<file path="src/tpcl_pkg.sv">
// Package: shared types, register indexes and constants of the thermal PID current limiter
package tpcl_pkg;

  localparam logic [14:0] ONE_Q14 = 15'd16384;

  localparam logic [14:0] RST_ACTIVATION_THRESHOLD = 15'd1638;
  localparam logic [15:0] RST_TARGET_TEMPERATURE   = 16'd15360;
  localparam logic [14:0] RST_INTEGRAL_LIMIT       = 15'd2560;
  localparam logic [15:0] RST_SAMPLE_PERIOD        = 16'd6554;
  localparam logic [15:0] RST_SAMPLE_RATE          = 16'd2560;

  localparam int CFG_IDX_W  = 3;
  localparam int CFG_DATA_W = 16;

  typedef enum logic [CFG_IDX_W-1:0] {
    CFG_ACTIVATION_THRESHOLD = 3'd0,
    CFG_TARGET_TEMPERATURE   = 3'd1,
    CFG_INTEGRAL_LIMIT       = 3'd2,
    CFG_GAIN_PROPORTIONAL    = 3'd3,
    CFG_GAIN_INTEGRAL        = 3'd4,
    CFG_GAIN_DERIVATIVE      = 3'd5,
    CFG_SAMPLE_PERIOD        = 3'd6,
    CFG_SAMPLE_RATE          = 3'd7
  } cfg_index_t;

  typedef struct packed {
    logic        [14:0] activation_threshold;
    logic signed [15:0] target_temperature;
    logic        [14:0] integral_limit;
    logic signed [15:0] gain_proportional;
    logic signed [15:0] gain_integral;
    logic signed [15:0] gain_derivative;
    logic        [15:0] sample_period;
    logic        [15:0] sample_rate;
  } cfg_t;

  typedef struct packed {
    logic signed [15:0] emitter_temperature;
    logic        [14:0] drive_level;
    logic        [14:0] level_ceiling;
    logic        [14:0] battery_limit;
  } in_item_t;

  typedef struct packed {
    logic [14:0] new_ceiling;
    logic        loop_active;
  } out_item_t;

  typedef enum logic [2:0] {
    MUL_NONE       = 3'd0,
    MUL_E_PERIOD   = 3'd1,
    MUL_KP_E       = 3'd2,
    MUL_KI_INTEG   = 3'd3,
    MUL_NUM_RATE   = 3'd4,
    MUL_KD_NR      = 3'd5,
    MUL_CEIL_FACT  = 3'd6
  } mul_op_t;

  typedef enum logic [1:0] {
    ACC_HOLD  = 2'd0,
    ACC_LOAD9 = 2'd1,
    ACC_ADD9  = 2'd2,
    ACC_ADD   = 2'd3
  } acc_op_t;

  typedef struct packed {
    logic    load_in;
    mul_op_t mul_op;
    logic    integ_upd;
    acc_op_t acc_op;
    logic    fact_load;
    logic    lim_load;
    logic    out_load;
  } cmd_t;

  typedef struct packed {
    logic start_active;
    logic out_free;
  } status_t;

endpackage

</file>
<file path="src/tpcl_chan_if.sv">
// Interface: valid/ready channel carrying one payload item per transfer
interface tpcl_chan_if #(
  parameter type payload_t = logic
);
  logic     valid;
  logic     ready;
  payload_t payload;

  modport source (output valid, output payload, input ready);
  modport sink   (input valid, input payload, output ready);
endinterface

</file>
<file path="src/tpcl_cfg_regs.sv">
// Configuration register file written through the plain write port
module tpcl_cfg_regs (
  input  logic                                clk,
  input  logic                                rst_n,
  input  logic                                cfg_we,
  input  logic [tpcl_pkg::CFG_IDX_W-1:0]      cfg_index,
  input  logic [tpcl_pkg::CFG_DATA_W-1:0]     cfg_wdata,
  output tpcl_pkg::cfg_t                      cfg
);
  import tpcl_pkg::*;

  cfg_t cfg_r;
  cfg_t cfg_nxt;

  always_comb begin
    cfg_nxt = cfg_r;
    if (cfg_we) begin
      unique case (cfg_index_t'(cfg_index))
        CFG_ACTIVATION_THRESHOLD: cfg_nxt.activation_threshold = cfg_wdata[14:0];
        CFG_TARGET_TEMPERATURE:   cfg_nxt.target_temperature   = signed'(cfg_wdata);
        CFG_INTEGRAL_LIMIT:       cfg_nxt.integral_limit       = cfg_wdata[14:0];
        CFG_GAIN_PROPORTIONAL:    cfg_nxt.gain_proportional    = signed'(cfg_wdata);
        CFG_GAIN_INTEGRAL:        cfg_nxt.gain_integral        = signed'(cfg_wdata);
        CFG_GAIN_DERIVATIVE:      cfg_nxt.gain_derivative      = signed'(cfg_wdata);
        CFG_SAMPLE_PERIOD:        cfg_nxt.sample_period        = cfg_wdata;
        CFG_SAMPLE_RATE:          cfg_nxt.sample_rate          = cfg_wdata;
      endcase
    end
  end

  always_ff @(posedge clk) begin
    if (!rst_n) begin
      cfg_r.activation_threshold <= RST_ACTIVATION_THRESHOLD;
      cfg_r.target_temperature   <= signed'(RST_TARGET_TEMPERATURE);
      cfg_r.integral_limit       <= RST_INTEGRAL_LIMIT;
      cfg_r.gain_proportional    <= '0;
      cfg_r.gain_integral        <= '0;
      cfg_r.gain_derivative      <= '0;
      cfg_r.sample_period        <= RST_SAMPLE_PERIOD;
      cfg_r.sample_rate          <= RST_SAMPLE_RATE;
    end else begin
      cfg_r <= cfg_nxt;
    end
  end

  assign cfg = cfg_r;

endmodule

</file>
<file path="src/tpcl_ctrl.sv">
// Controller: sequences one control tick through the shared multiplier
module tpcl_ctrl (
  input  logic              clk,
  input  logic              rst_n,
  input  logic              in_valid,
  output logic              in_ready,
  input  tpcl_pkg::status_t status,
  output tpcl_pkg::cmd_t    cmd
);
  import tpcl_pkg::*;

  typedef enum logic [10:0] {
    ST_IDLE  = 11'b000_0000_0001,
    ST_INT   = 11'b000_0000_0010,
    ST_CLAMP = 11'b000_0000_0100,
    ST_P     = 11'b000_0000_1000,
    ST_I     = 11'b000_0001_0000,
    ST_N     = 11'b000_0010_0000,
    ST_D     = 11'b000_0100_0000,
    ST_F     = 11'b000_1000_0000,
    ST_C     = 11'b001_0000_0000,
    ST_LIM   = 11'b010_0000_0000,
    ST_DONE  = 11'b100_0000_0000
  } state_t;

  state_t state_r;
  state_t state_nxt;

  always_comb begin
    state_nxt     = state_r;
    in_ready      = 1'b0;
    cmd.load_in   = 1'b0;
    cmd.mul_op    = MUL_NONE;
    cmd.integ_upd = 1'b0;
    cmd.acc_op    = ACC_HOLD;
    cmd.fact_load = 1'b0;
    cmd.lim_load  = 1'b0;
    cmd.out_load  = 1'b0;
    unique case (state_r)
      ST_IDLE: begin
        in_ready = 1'b1;
        if (in_valid) begin
          cmd.load_in = 1'b1;
          state_nxt   = status.start_active ? ST_INT : ST_DONE;
        end
      end
      ST_INT: begin
        cmd.mul_op = MUL_E_PERIOD;
        state_nxt  = ST_CLAMP;
      end
      ST_CLAMP: begin
        cmd.integ_upd = 1'b1;
        cmd.mul_op    = MUL_KP_E;
        state_nxt     = ST_P;
      end
      ST_P: begin
        cmd.acc_op = ACC_LOAD9;
        cmd.mul_op = MUL_KI_INTEG;
        state_nxt  = ST_I;
      end
      ST_I: begin
        cmd.acc_op = ACC_ADD9;
        cmd.mul_op = MUL_NUM_RATE;
        state_nxt  = ST_N;
      end
      ST_N: begin
        cmd.mul_op = MUL_KD_NR;
        state_nxt  = ST_D;
      end
      ST_D: begin
        cmd.acc_op = ACC_ADD;
        state_nxt  = ST_F;
      end
      ST_F: begin
        cmd.fact_load = 1'b1;
        state_nxt     = ST_C;
      end
      ST_C: begin
        cmd.mul_op = MUL_CEIL_FACT;
        state_nxt  = ST_LIM;
      end
      ST_LIM: begin
        cmd.lim_load = 1'b1;
        state_nxt    = ST_DONE;
      end
      ST_DONE: begin
        if (status.out_free) begin
          cmd.out_load = 1'b1;
          state_nxt    = ST_IDLE;
        end
      end
      default: state_nxt = ST_IDLE;
    endcase
  end

  always_ff @(posedge clk) begin
    if (!rst_n) begin
      state_r <= ST_IDLE;
    end else begin
      state_r <= state_nxt;
    end
  end

endmodule

</file>
<file path="src/tpcl_dpath.sv">
// Datapath: error history, clamped integral, PID accumulator, shared multiplier, result register
module tpcl_dpath (
  input  logic               clk,
  input  logic               rst_n,
  input  tpcl_pkg::cfg_t     cfg,
  input  tpcl_pkg::in_item_t in_item,
  input  tpcl_pkg::cmd_t     cmd,
  output tpcl_pkg::status_t  status,
  tpcl_chan_if.source        out_chan
);
  import tpcl_pkg::*;

  logic signed [16:0] e_r;
  logic        [14:0] ceiling_r;
  logic        [14:0] battery_r;
  logic        [14:0] thermal_r;
  logic               active_r;

  logic signed [16:0] error_integral_r;
  logic signed [16:0] last_error_r;
  logic signed [16:0] error_before_last_r;
  logic        [1:0]  history_count_r;

  logic signed [62:0] prod_r;
  logic signed [55:0] acc_r;
  logic signed [55:0] acc_nxt;
  logic        [44:0] factor_r;

  logic               out_valid_r;
  out_item_t          out_item_r;

  logic signed [45:0] mul_a;
  logic signed [16:0] mul_b;
  logic signed [62:0] mul_p;

  logic signed [20:0] num;
  logic signed [62:0] step_full;
  logic signed [18:0] integ_sum;
  logic signed [18:0] integ_lim;
  logic signed [18:0] integ_clamped;
  logic signed [56:0] fact_full;
  logic signed [62:0] lim_full;
  logic        [14:0] thermal_nxt;
  logic signed [16:0] e_in;

  assign e_in = 17'(cfg.target_temperature) - 17'(in_item.emitter_temperature);

  always_comb begin
    unique case (history_count_r)
      2'd0:    num = '0;
      2'd1:    num = (21'(e_r) - 21'(last_error_r)) <<< 1;
      default: num = 21'(e_r) + (21'(e_r) <<< 1) - (21'(last_error_r) <<< 2)
                     + 21'(error_before_last_r);
    endcase
  end

  always_comb begin
    mul_a = '0;
    mul_b = '0;
    unique case (cmd.mul_op)
      MUL_E_PERIOD: begin
        mul_a = 46'(e_r);
        mul_b = signed'({1'b0, cfg.sample_period});
      end
      MUL_KP_E: begin
        mul_a = 46'(e_r);
        mul_b = 17'(cfg.gain_proportional);
      end
      MUL_KI_INTEG: begin
        mul_a = 46'(error_integral_r);
        mul_b = 17'(cfg.gain_integral);
      end
      MUL_NUM_RATE: begin
        mul_a = 46'(num);
        mul_b = signed'({1'b0, cfg.sample_rate});
      end
      MUL_KD_NR: begin
        mul_a = 46'(signed'(prod_r[37:0]));
        mul_b = 17'(cfg.gain_derivative);
      end
      MUL_CEIL_FACT: begin
        mul_a = signed'({1'b0, factor_r});
        mul_b = signed'({2'b00, ceiling_r});
      end
      default: begin
        mul_a = '0;
        mul_b = '0;
      end
    endcase
  end

  assign mul_p = mul_a * mul_b;

  assign step_full     = (prod_r + 63'sd32768) >>> 16;
  assign integ_sum     = 19'(error_integral_r) + signed'(step_full[18:0]);
  assign integ_lim     = signed'({4'b0000, cfg.integral_limit});

  always_comb begin
    priority if (integ_sum > integ_lim) begin
      integ_clamped = integ_lim;
    end else if (integ_sum < -integ_lim) begin
      integ_clamped = -integ_lim;
    end else begin
      integ_clamped = integ_sum;
    end
  end

  always_comb begin
    unique case (cmd.acc_op)
      ACC_LOAD9: acc_nxt = signed'({prod_r[46:0], 9'b0});
      ACC_ADD9:  acc_nxt = acc_r + signed'({prod_r[46:0], 9'b0});
      ACC_ADD:   acc_nxt = acc_r + signed'(prod_r[55:0]);
      default:   acc_nxt = acc_r;
    endcase
  end

  assign fact_full = 57'sd536870912 + 57'(acc_r);
  assign lim_full  = (prod_r + 63'sd268435456) >>> 29;

  always_comb begin
    if (lim_full > 63'sd16384) begin
      thermal_nxt = ONE_Q14;
    end else begin
      thermal_nxt = lim_full[14:0];
    end
  end

  always_ff @(posedge clk) begin
    if (cmd.load_in) begin
      e_r       <= e_in;
      ceiling_r <= in_item.level_ceiling;
      battery_r <= in_item.battery_limit;
      active_r  <= status.start_active;
      thermal_r <= ONE_Q14;
    end
    if (cmd.lim_load) begin
      thermal_r <= thermal_nxt;
    end
    if (cmd.mul_op != MUL_NONE) begin
      prod_r <= mul_p;
    end
    acc_r <= acc_nxt;
    if (cmd.fact_load) begin
      priority if (fact_full <= 57'sd0) begin
        factor_r <= '0;
      end else if (fact_full > 57'sd17592186044416) begin
        factor_r <= 45'h1000_0000_0000;
      end else begin
        factor_r <= fact_full[44:0];
      end
    end
    if (cmd.out_load) begin
      out_item_r.new_ceiling <= (battery_r < thermal_r) ? battery_r : thermal_r;
      out_item_r.loop_active <= active_r;
    end
  end

  always_ff @(posedge clk) begin
    if (!rst_n) begin
      error_integral_r    <= '0;
      last_error_r        <= '0;
      error_before_last_r <= '0;
      history_count_r     <= '0;
      out_valid_r         <= 1'b0;
    end else begin
      if (cmd.integ_upd) begin
        error_integral_r <= integ_clamped[16:0];
      end
      if (cmd.lim_load) begin
        error_before_last_r <= last_error_r;
        last_error_r        <= e_r;
        if (history_count_r != 2'd2) begin
          history_count_r <= history_count_r + 2'd1;
        end
      end
      if (cmd.out_load) begin
        out_valid_r <= 1'b1;
      end else if (out_chan.ready) begin
        out_valid_r <= 1'b0;
      end
    end
  end

  assign status.start_active = in_item.drive_level > cfg.activation_threshold;
  assign status.out_free     = !out_valid_r || out_chan.ready;

  assign out_chan.valid   = out_valid_r;
  assign out_chan.payload = out_item_r;

endmodule

</file>
<file path="src/thermal_pid_current_limiter_unit.sv">
// Top level: thermal PID current limiter with configuration registers, controller and datapath
// One item is taken at a time. When drive_level is above the activation threshold the tick
// runs the PID loop from transfer in to the result being loaded, and the unit is ready
// again on the next cycle; otherwise the tick skips the loop and goes straight to loading
// the result. The loop runs through the single 46x17 signed multiplier, used six times
// in sequence per tick (integral step, P, I, derivative numerator times rate, D gain,
// ceiling times factor), each product registered before use. A finished result sits in
// an output register, so the next item is taken while it waits; a new result waits in the
// last step only if the previous one has not been transferred yet. Configuration is
// written through cfg_we/cfg_index/cfg_wdata and must only change while no tick is in
// flight.
module thermal_pid_current_limiter_unit (
  input  logic                                clk,
  input  logic                                rst_n,
  tpcl_chan_if.sink                           in_chan,
  tpcl_chan_if.source                         out_chan,
  input  logic                                cfg_we,
  input  logic [tpcl_pkg::CFG_IDX_W-1:0]      cfg_index,
  input  logic [tpcl_pkg::CFG_DATA_W-1:0]     cfg_wdata
);
  import tpcl_pkg::*;

  cfg_t    cfg;
  cmd_t    cmd;
  status_t status;

  tpcl_cfg_regs u_cfg_regs (
    .clk       (clk),
    .rst_n     (rst_n),
    .cfg_we    (cfg_we),
    .cfg_index (cfg_index),
    .cfg_wdata (cfg_wdata),
    .cfg       (cfg)
  );

  tpcl_ctrl u_ctrl (
    .clk      (clk),
    .rst_n    (rst_n),
    .in_valid (in_chan.valid),
    .in_ready (in_chan.ready),
    .status   (status),
    .cmd      (cmd)
  );

  tpcl_dpath u_dpath (
    .clk      (clk),
    .rst_n    (rst_n),
    .cfg      (cfg),
    .in_item  (in_chan.payload),
    .cmd      (cmd),
    .status   (status),
    .out_chan (out_chan)
  );

`ifndef SYNTHESIS
  a_busy_after_transfer: assert property (@(posedge clk) disable iff (!rst_n)
    in_chan.valid && in_chan.ready |=> !in_chan.ready)
    else $error("input taken again straight after a transfer");

  a_ceiling_bounded: assert property (@(posedge clk) disable iff (!rst_n)
    out_chan.valid |-> out_chan.payload.new_ceiling <= ONE_Q14)
    else $error("new ceiling above full level");

  a_load_only_when_free: assert property (@(posedge clk) disable iff (!rst_n)
    cmd.out_load |-> status.out_free)
    else $error("result register overwritten before transfer");
`endif

endmodule
</file>
<file path="src/flat_wrapper.sv">
// flat-port wrapper written by rule: the top's interface ports become plain ports
module thermal_pid_current_limiter_unit_flat import tpcl_pkg::*;
  (clk, rst_n, cfg_we, cfg_index, cfg_wdata, in_chan_valid, in_chan_payload, in_chan_ready, out_chan_valid, out_chan_payload, out_chan_ready);
  tpcl_chan_if in_chan_i ();
  tpcl_chan_if out_chan_i ();
  input  logic clk;
  input  logic rst_n;
  input  logic cfg_we;
  input  logic [tpcl_pkg::CFG_IDX_W-1:0] cfg_index;
  input  logic [tpcl_pkg::CFG_DATA_W-1:0] cfg_wdata;
  input wire logic [$bits(in_chan_i.valid)-1:0] in_chan_valid;
  input wire logic [$bits(in_chan_i.payload)-1:0] in_chan_payload;
  output wire logic [$bits(in_chan_i.ready)-1:0] in_chan_ready;
  output wire logic [$bits(out_chan_i.valid)-1:0] out_chan_valid;
  output wire logic [$bits(out_chan_i.payload)-1:0] out_chan_payload;
  input wire logic [$bits(out_chan_i.ready)-1:0] out_chan_ready;
  assign in_chan_i.valid = in_chan_valid;
  assign in_chan_i.payload = in_chan_payload;
  assign in_chan_ready = in_chan_i.ready;
  assign out_chan_valid = out_chan_i.valid;
  assign out_chan_payload = out_chan_i.payload;
  assign out_chan_i.ready = out_chan_ready;
  thermal_pid_current_limiter_unit u_core (.clk(clk), .rst_n(rst_n), .in_chan(in_chan_i), .out_chan(out_chan_i), .cfg_we(cfg_we), .cfg_index(cfg_index), .cfg_wdata(cfg_wdata));
endmodule
</file>
<file path="config.mk">
export PLATFORM = sky130hd
export DESIGN_NAME = thermal_pid_current_limiter_unit_flat
export DESIGN_NICKNAME = d
export VERILOG_FILES = /design/src/tpcl_pkg.sv /design/src/tpcl_chan_if.sv /design/src/tpcl_cfg_regs.sv /design/src/tpcl_ctrl.sv /design/src/tpcl_dpath.sv /design/src/thermal_pid_current_limiter_unit.sv /design/src/flat_wrapper.sv
export SDC_FILE = /design/constraint.sdc
export NUM_CORES = 1
export LEC_CHECK = 0
export ABC_AREA = 0
export BUFFER_PORTS_ARGS = -buffer_cell sky130_fd_sc_hd__buf_2
export CELL_PAD_IN_SITES_DETAIL_PLACEMENT = 1
export CELL_PAD_IN_SITES_GLOBAL_PLACEMENT = 2
export CORE_MARGIN = 5
export CORE_UTILIZATION = 27
export DETAILED_ROUTE_END_ITERATION = 10
export PLACE_DENSITY_LB_ADDON = 0.1
export SYNTH_ARGS = -nofsm -noshare
export SYNTH_HDL_FRONTEND = slang
export SYNTH_SLANG_ARGS = --single-unit
</file>
<file path="constraint.sdc">
create_clock -name clk -period 2.9 [get_ports clk]
set_clock_uncertainty 0.05 [all_clocks]
set_input_delay 0.58 -clock clk [delete_from_list [all_inputs] [get_ports clk]]
set_output_delay 0.58 -clock clk [all_outputs]
set_load 0.01 [all_outputs]
</file>
### Word level (Yosys, flattened, before mapping)

Index checks and enable logic that the tools add are counted.

* bits in registers: 29
* input bits: 25

* $lt $le $gt $ge: 1
* equal/unequal tests: 13
* multiplexer cells: 11
* reduce and logical (&&, ||, !) cells: 6

Operator list (number)
* case mux 11 bit (11 select lines): 1
* 2-to-1 mux 11 bit: 3
* > comparator 1 x 15 -> 1 bit, first input constant: 1
* == test 11 x 1 -> 1 bit, second input constant: 1
* == test 11 x 10 -> 1 bit, second input constant: 1
* == test 11 bit, second input constant: 1
* == test 11 x 2 -> 1 bit, second input constant: 1
* == test 11 x 3 -> 1 bit, second input constant: 1
* == test 11 x 4 -> 1 bit, second input constant: 1
* == test 11 x 5 -> 1 bit, second input constant: 1
* == test 11 x 6 -> 1 bit, second input constant: 1
* == test 11 x 7 -> 1 bit, second input constant: 1
* == test 11 x 8 -> 1 bit, second input constant: 1
* == test 11 x 9 -> 1 bit, second input constant: 1
* 2-to-1 mux 1 bit: 7
* AND reduction 2 bit: 2
* zero test 3 bit: 1
* != test 2 x 1 -> 1 bit, second input constant: 1
* != test 2 bit, second input constant: 1
* nonzero test 2 bit: 1
* zero test 1 bit: 1
* logical OR 1 bit: 1

### Logic depth before layout (Yosys ltp)

* depth after elaboration: 5
* mapped depth: 5
* gate-level depth less buffers: 4

### Cells and area by module

From an unflattened synthesis, not the netlist that was laid out.

* cell total of the unflattened synthesis: 597
* area total of the unflattened synthesis: 5891.9 sq um

By module, submodules not included
* tpcl_cfg_regs: times used 1, cells an instance 453, area each 4735.8 sq um
* tpcl_ctrl: times used 1, cells an instance 85, area each 676.9 sq um
* tpcl_dpath: times used 1, cells an instance 58, area each 475.5 sq um
* thermal_pid_current_limiter_unit: times used 1, cells an instance 1, area each 3.8 sq um

### Worst setup path before layout

OpenSTA, ideal clock, no wires.

* kind: input -> register
* start point: input port rst_n
* end point: register u_core.u_ctrl.state_r[6]
* data arrival time: 1.576 ns
* required time: 2.777 ns
* slack: 1.201 ns
* stages on the path: 5
* buffers on the path: 1
* cell sequence: buf_2 > or4b_4 > nor2_4 > nand4_4 > nor3b_2

RTL lines
* start: declaration: line flat_wrapper.sv:7 `input logic rst_n;`
* end signal: assignment: line tpcl_ctrl.sv:100 `state_r <= state_nxt;`
* end: declaration: line tpcl_ctrl.sv:26 `state_t state_r;`

### Final worst setup path

* start point: register u_core.u_ctrl.state_r[7]
* end point: output port in_chan_ready

* cells in the longest elaborated chain, start to end: 2

Ends and longest elaborated chain
* == test 11 x 1 -> 1 bit: line tpcl_ctrl.sv:39 `unique case (state_r)`
* 2-to-1 mux 1 bit: line tpcl_ctrl.sv:39
* end: declaration: line flat_wrapper.sv:13 `output wire logic [$bits(in_chan_i.ready)-1:0] in_chan_ready;`

Every way passes these cells.

==> flow_summary.json <==
{
  "outcome": "completed",
  "r2r_start": "u_core.u_ctrl.state_r[0]",
  "seq_area_frac_synth_pct": 41.0,
  "arrival_ps": 1550,
  "worstSetupEndpointType": "output pin",
  "synth_edf_count": 2,
  "finalInstanceArea_um2": 805,
  "holdBufCountCts": 0,
  "crit_path_start_kind": "flip-flop",
  "critPathKind": "flip-flop to output pin",
  "max_slew_margin_pct": 62.3,
  "dp.cells": 110,
  "crit_slowest_cell": "nor4_2",
  "ys_seq_elements": 14,
  "wl_per_cell_um": 14.2,
  "hp-start": "u_core.u_dpath.active_r",
  "grt_pass1_wl_um": 2790,
  "p_per_area_nw_per_um2": 448,
  "fin_nets": 110,
  "cpPeakStageDelay_ps": 460,
  "htree_levels": 1,
  "final.fill_count": 301,
  "ctsResizeCount": 0,
  "drt-initial-drc-count": 14,
  "wirelength_um": 1620,
  "r2r_cells": 3,
  "drive_gt1_share_pct": 20.2,
  "worstPathRequired_ps": 2270,
  "reg2reg_slack_ps": 1170,
  "power_leakage_nw": 0.295,
  "hold_end": "u_core.u_dpath.out_chan.payload",
  "grt_pass1_vias": 580,
  "drtPass1Iterations": 4,
  "ys.flop_type": "dfxtp_1",
  "yosys_warnings": 0,
  "row_count": 18,
  "dpl.hpwl_um": 1230,
  "finalCriticalPeriod_ps": 2180,
  "synth_cells": 77,
  "worstSkewPairLatency_ps": 280,
  "start_util_pct": 28.8,
  "grt.total_usage_pct": 9.01,
  "setup_viol": 0,
  "cap_violations": 0,
  "cts_made_buffers": 3,
  "finalSetupTns_ps": 0,
  "cts_root_buf": "clkbuf_4",
  "io_pins": 28,
  "cp_cell_sequence": "nor4_2 > nand4_1 > inv_1 > buf_2",
  "n_antenna_cell": 0,
  "crit_family": "simple AND/OR/NAND/NOR gates",
  "via_count": 580,
  "min_period_over_period_pct": 75.3,
  "antenna_found_initial": 0,
  "avgSynthCellArea_um2": 9.52,
  "hold_viol_final": 0,
  "worst_pin_slew_ps": 560,
  "ys_async_sr_fraction_pct": 0,
  "synth_area_um2": 733,
  "dieWidth_um": 62.1,
  "clock_path_buffers": 2,
  "drtAntennaViolNets": 0,
  "cp.buffers_inverters": 2,
  "globalplace.congestion": 0.674,
  "die_area_um2": 3860,
  "place_area_um2": 778,
  "cts_tree": "built",
  "portBuffers": 6,
  "rsz0062_at_grt": "false",
  "hold_class": "flip-flop to flip-flop",
  "finalWorstSetupSlack_ps": 718,
  "slew_viol_final": 0,
  "cts_setup_buffers": 0,
  "synth_cell_types": 36,
  "vias_per_cell": 5.09,
  "syn2layout_area_growth_pct": 9.73,
  "overflow": 0,
  "cts_sinks": 14,
  "fmax_mhz": 458,
  "die_y_um": 62.1,
  "dp_slack_ps": 998,
  "hold_slack_ps": 398,
  "cp_max_fo": 8,
  "grt_max_degree": 9,
  "core_um2": 2540,
  "ir_drop_mv": 0.238,
  "path_clk_slew_ps": 90,
  "worstHoldPathCells": 0,
  "drc": 0,
  "reg2reg_to": "u_core.u_dpath.out_chan.payload",
  "final_cells": 114
}
[through the flow]
stage / total power [W] / util [%]
after floorplan: 0.000241 / -
after global placement: 0.000248 / 30.6
after detailed placement: 0.000248 / 30.6
after CTS: 0.000368 / 31.6
after global routing: 0.000378 / 31.6
final: 0.000360 / 31.6
[cell type report]
cell class / count / area [µm²] / share of cell area [%]
Clock buffer: 4 / 26.3 / 3.27
Inverter: 3 / 11.3 / 1.40
Multi-Input combinational cell: 57 / 399 / 49.6
Sequential cell: 14 / 300 / 37.3
Tap cell: 30 / 37.5 / 4.67
Timing Repair Buffer: 6 / 30.0 / 3.73
[report_power, final]
part	internal, W	switching [W]	leakage (nW)
clock network	0.0000534	0.0000636	0.0150
logic	0.0000152	0.0000190	0.164
registers	0.000201	0.00000806	0.116
total	0.000270	0.0000907	0.295
[state kept, by name, summed over array words and instances (netlist names)]
name and flops:
u_core.u_ctrl.state_r 11, u_core.u_dpath.active_r 1, u_core.u_dpath.out_chan.payload 1, u_core.u_dpath.out_chan.valid 1
[cell usage after synthesis (2+ instances only)]
cell      number  area (µm²)
and3b_1        2        17.5
buf_2          3        15.0
dfxtp_1       12         240
edfxtp_1       2        60.1
inv_1          3        11.3
nand2_1        6        22.5
nand3_1        3        15.0
nand4_1        2        12.5
nor2_1         7        26.3
nor3_1         4        20.0
nor3b_2        2        25.0
nor4_1         2        12.5
nor4_2         2        25.0
o211ai_1       2        15.0
o21a_1         2        15.0
o21ai_0        2        10.0
xor2_1         2        17.5
[how the worst max path moves through the flow]
| stage | startpoint | cells after the start | to | slack [ps] |
|---|---|---|---|---|
| global route | u_core.u_ctrl.state_r[7] | 4 | in_chan_ready | 550 |
| floorplan | rst_n | 5 | u_core.u_ctrl.state_r[6] | 1200 |
| CTS | u_core.u_ctrl.state_r[7] | 4 | in_chan_ready | 670 |
| detailed placement | u_core.u_ctrl.state_r[7] | 4 | in_chan_ready | 1000 |
| finish | u_core.u_ctrl.state_r[7] | 4 | in_chan_ready | 720 |
| global placement | u_core.u_ctrl.state_r[7] | 4 | in_chan_ready | 980 |
[metal layers]
layer / track usage (%) / up-vias / part of all wire, %
met2: 13.2 / 9 / 47
met3: 4.68 / 2 / 5.2
met1: 11.1 / 276 / 46
met4: 3.25 / 0 / 1.2
li1: - / 293 / -
met5: 0 / - / 0
[kinds of logic (layout without fill, tap and decap cells)]
logic type,Yosys count,after routing,synth area share (%)
AND/OR/NAND/NOR,42,42,40.3
flip-flops,14,14,41.0
AO/OA/AOI/OAI,10,10,9.38
buffers and inverters,7,13,5.12
XOR/XNOR,2,2,2.39
other,1,2,0.511
multiplexers,1,1,1.37
[layout by cell type, fill, tap and decap left out, drive strengths merged]
cell and n:
nand4 3, xor2 2, nand4bb 1, edfxtp 2
and2 1, nand2b 1, nor2b 1, nor4 4
inv 3, o211ai 2, nand3 3, conb 2
nor3b 3, o21ai 2, buf 6, nand2 6
and3b 2, o21a 2, or4b 1, o31ai 1
a311oi 1, a21boi 1, nand3b 1, nor4b 1
clkbuf 4, nor2 8, and4 1, nor3 5
a21oi 1, dfxtp 12, mux2i 1
(Power assumes the default switching activity.)
